File: src/rtl/mpma_ram.sv
// ----------------------------------------------------------------------------
// mpma_ram
// Simple dual-port synchronous RAM, one write and one registered read port.
// ----------------------------------------------------------------------------
module mpma_ram #(
  parameter int DEPTH = 256,
  parameter int WIDTH = 8
) (
  input  logic                     clk,
  input  logic                     we,
  input  logic [$clog2(DEPTH)-1:0] waddr,
  input  logic [WIDTH-1:0]         wdata,
  input  logic [$clog2(DEPTH)-1:0] raddr,
  output logic [WIDTH-1:0]         rdata
);

  logic [WIDTH-1:0] mem [DEPTH];

  always_ff @(posedge clk) begin
    if (we) begin
      mem[waddr] <= wdata;
    end
    rdata <= mem[raddr];
  end

endmodule

File: config.mk
export PLATFORM = sky130hd
export DESIGN_NAME = mpma_ram
export DESIGN_NICKNAME = d
export VERILOG_FILES = /design/src/rtl/mpma_ram.sv
export SDC_FILE = /design/constraint.sdc
export NUM_CORES = 2
export LEC_CHECK = 0
export ABC_AREA = 0
export BUFFER_PORTS_ARGS = -buffer_cell sky130_fd_sc_hd__buf_2
export CORE_MARGIN = 2
export CORE_UTILIZATION = 50
export CTS_BUF_LIST = sky130_fd_sc_hd__clkbuf_16
export CTS_CLUSTER_SIZE = 24
export DETAILED_ROUTE_END_ITERATION = 6
export GPL_TIMING_DRIVEN = 0
export PLACE_DENSITY_LB_ADDON = 0.2
export SLEW_MARGIN = 20
export SYNTH_ARGS = -nofsm -noshare
export SYNTH_HDL_FRONTEND = slang
export SYNTH_SLANG_ARGS = --single-unit
File: constraint.sdc
create_clock -name clk -period 4.5 [get_ports clk]
set_input_delay 0.225 -clock clk [delete_from_list [all_inputs] [get_ports clk]]
set_output_delay 0.225 -clock clk [all_outputs]
set_load 0.005 [all_outputs]
==> metrics.txt <==
RD Place Congestion 0.945; # setup viols final 0; fillers 11600; clock latency on the worst-skew pair 0.85 ns; Async SR Flop Fraction 0%; Die W 403 um; Syn Nets 3759; final hold viol count 0; clock tree buffer depth 3; WHS Path Cells 3; Post-Syn Instances 3733; pin count of the biggest net entering global routing 128; Post-Synth Adder-Cell Area 0%; reg2reg path depth 6; leak pwr 28.1 nW; Netlist cell types 55; fin util 56.9%; number of synthesized flops with an enable pin 2048; Final Max Slew Viols 0; first drt pass iteration count 7; Storage cell area 61700 um^2; mux cell area share after synthesis 14.6%; via/cell ratio 6.65; total die area 162000 um^2; Worst slew margin 11.4%; reg2reg start mem[27][3]; maximum vdd drop 0.000417 V; PostCTS Resize Cnt 0; period utilisation layout 91.0%; RR Endpoint rdata[3]; CP Capture Type flip-flop; DR WL/cell 38.3 um; TritonCTS Sinks 2056; CTS buffer count 204; # IOs 34; DR DRC count 0; Worst Tran Pin Value 1.32 ns; hold endpoint mem[196][4]; Final Cell Area 90100 um^2; die height 403 um; PD cells 446 nW/um^2; crit path max fanout 10; Synthesis Warnings 0; predominant post-synthesis flop cell edfxtp_1; first-pass GRT wire length 326 mm; grt ovf 0; share of layout cells above drive strength 1 23.1%; syn_area_per_cell 21.3 um^2; vias in the first global route 40300; Clock transition at path regs 0.06 ns; post-synthesis sequential area ratio 77.5%; reg2reg setup slack 1.11 ns; CTS Root Cell clkbuf_16; CTS tree done; Area growth, synth to finish 13.2%; antenna viol nets, final 0; initial core utilization 50.3%; RSZ-0062 raised after global routing no; Core ar. 158000 um^2; IO buf count 26; Cell Area, Placed 83400 um^2; area used by multi-input combinational logic 16500 um^2; CP arrival 4.75 ns; maxcap violations 0; Clock Skew 0.0422 ns; antenna violations before repair 23; hold_sp waddr[6]; status finished, final reports clean; fmax 244 MHz; Data required, critical path 5.16 ns; Tmin final 4.10 ns; Vias 41600; H-tree depth 4; routed wire length 240 mm; Nets 4039; DR iter-0 viols 7337; simple-gate share of the synthesized area 2.63%; mapped cell area 79600 um^2; dpl hpwl 161 mm; post-synthesis compound-gate area fraction 3.42%; CP startpoint kind primary input; Yosys reg bits 2056; critical path class primary input to flip-flop; # rows 146; Total GRT Usage 29.6%; largest family of logic cells by synthesized area multiplexers; HP Class primary input to flip-flop; Synth Area in XOR/XNOR 0%
[Yosys cell counts, types with 3 or more instances]
| master | n | area [um^2] |
|---|---|---|
| nor4_2 | 3 | 37.5 |
| nor2_1 | 282 | 1060 |
| o32ai_1 | 4 | 35.0 |
| or2_2 | 4 | 25.0 |
| clkbuf_1 | 111 | 417 |
| buf_6 | 21 | 236 |
| nand4_1 | 10 | 62.6 |
| mux2i_1 | 134 | 1340 |
| nor4_1 | 24 | 150 |
| nand2_1 | 33 | 124 |
| nand2b_1 | 8 | 50.1 |
| nor3_1 | 22 | 110 |
| a221oi_1 | 13 | 114 |
| mux4_2 | 454 | 10200 |
| a22o_1 | 8 | 70.1 |
| o221ai_1 | 46 | 403 |
| o21ai_0 | 10 | 50.1 |
| a211oi_1 | 16 | 120 |
| buf_8 | 13 | 195 |
| o22a_1 | 5 | 43.8 |
| nor2b_1 | 31 | 194 |
| buf_2 | 31 | 155 |
| buf_4 | 27 | 203 |
| nand3_1 | 34 | 170 |
| buf_1 | 22 | 82.6 |
| edfxtp_1 | 2048 | 61500 |
| and2_1 | 6 | 37.5 |
| a21oi_1 | 96 | 480 |
| buf_12 | 8 | 160 |
| o22ai_1 | 28 | 175 |
| a22oi_1 | 133 | 998 |
| o211ai_1 | 10 | 75.1 |
| dfxtp_1 | 8 | 160 |
[critical path: stages]
cell and delay [ns]:
buf_2 0.19, buf_2 0.39, buf_2 0.44, nor2_1 0.49, clkbuf_1 0.98, a22oi_1 0.24
a31oi_1 0.64, nor4_2 0.26, nor4_1 0.84
[layout make-up]
type,instances,area share [%]
buffer,233,1.66
timing repair buffer,74,1.37
inverter,2,0.00834
tap,2072,2.88
multi-input combinational,1442,18.3
antenna,6,0.0167
clock buffer,211,5.86
clock inverter,170,1.40
sequential,2056,68.5
[registers in the layout, indices dropped and copies added (netlist names)]
name	count
rdata	8
mem	2048
[layout by cell type, fill, tap and decap left out, drive strengths merged, types with 2 or more instances in the layout]
cell type	n
a311oi	2
nor2	282
or2	4
bufinv	16
a2111oi	5
a221oi	14
dfxtp	8
nand3b	2
o32ai	5
a22o	8
clkinvlp	3
buf	185
dlygate4sd3	8
nand3	34
o211ai	10
nor2b	31
diode	6
inv	48
nor3	22
o22a	5
mux4	456
mux2i	134
o21ai	12
and2	6
a22oi	133
a31oi	2
nand2	33
and3b	2
clkinv	105
edfxtp	2048
o22ai	28
o221ai	47
a211oi	16
nand4	10
nor4	27
nand2b	8
a21oi	96
clkbuf	325
[stage by stage]
stage               total power [mW]  TNS, ns  cells  hold WS, ns  setup slack, ns
finish                          40.1        0   6266        0.178            0.404
global route                    41.0        0   6260        0.196            0.576
CTS                             40.1        0   6257        0.158            0.537
detailed placement              23.8    -1.10   5868        0.462           -0.356
global placement                23.7  -131.94   5831        0.611            -1.09
floorplan                       22.6        0   3733        0.324             2.34
[power by group]
| part | internal (mW) | switching, mW |
|---|---|---|
| Sequential | 21.1 | 0.0123 |
| Combinational | 0.720 | 1.58 |
| Clock | 9.38 | 7.33 |
| Total | 31.2 | 8.93 |
[kinds of logic after synthesis]
kind of cell | count (synthesis)
simple gates | 466
mux | 591
buf+inv | 235
flops | 2056
compound gates | 385
[routing by layer]
| metal | up-vias | wire length [um] | GRT usage, % |
|---|---|---|---|
| met1 | 22100 | 91100 | 41.0 |
| li1 | 16300 | - | - |
| met5 | - | 165 | 0 |
| met3 | 485 | 29000 | 8.88 |
| met4 | 26 | 9770 | 10.8 |
| met2 | 2746 | 110000 | 44.9 |
[what timing repair did]
item / CTS / global route
hold buffers: 8 / 0
setup buffers: 0 / 0
hold endpoints to repair: 368 / 0
[how the worst max path moves through the flow]
| stage | endpoint | slack [ns] | start |
|---|---|---|---|
| 2_1_floorplan | rdata[2] | 2.34 | raddr[0] |
| 3_3_place_gp | rdata[4] | -1.09 | raddr[2] |
| 3_5_place_dp | rdata[1] | -0.36 | raddr[2] |
| 4_1_cts | rdata[1] | 0.54 | raddr[2] |
| 5_1_grt | rdata[3] | 0.58 | raddr[2] |
| 6_report | rdata[3] | 0.40 | raddr[2] |
(Power assumes the default switching activity.)
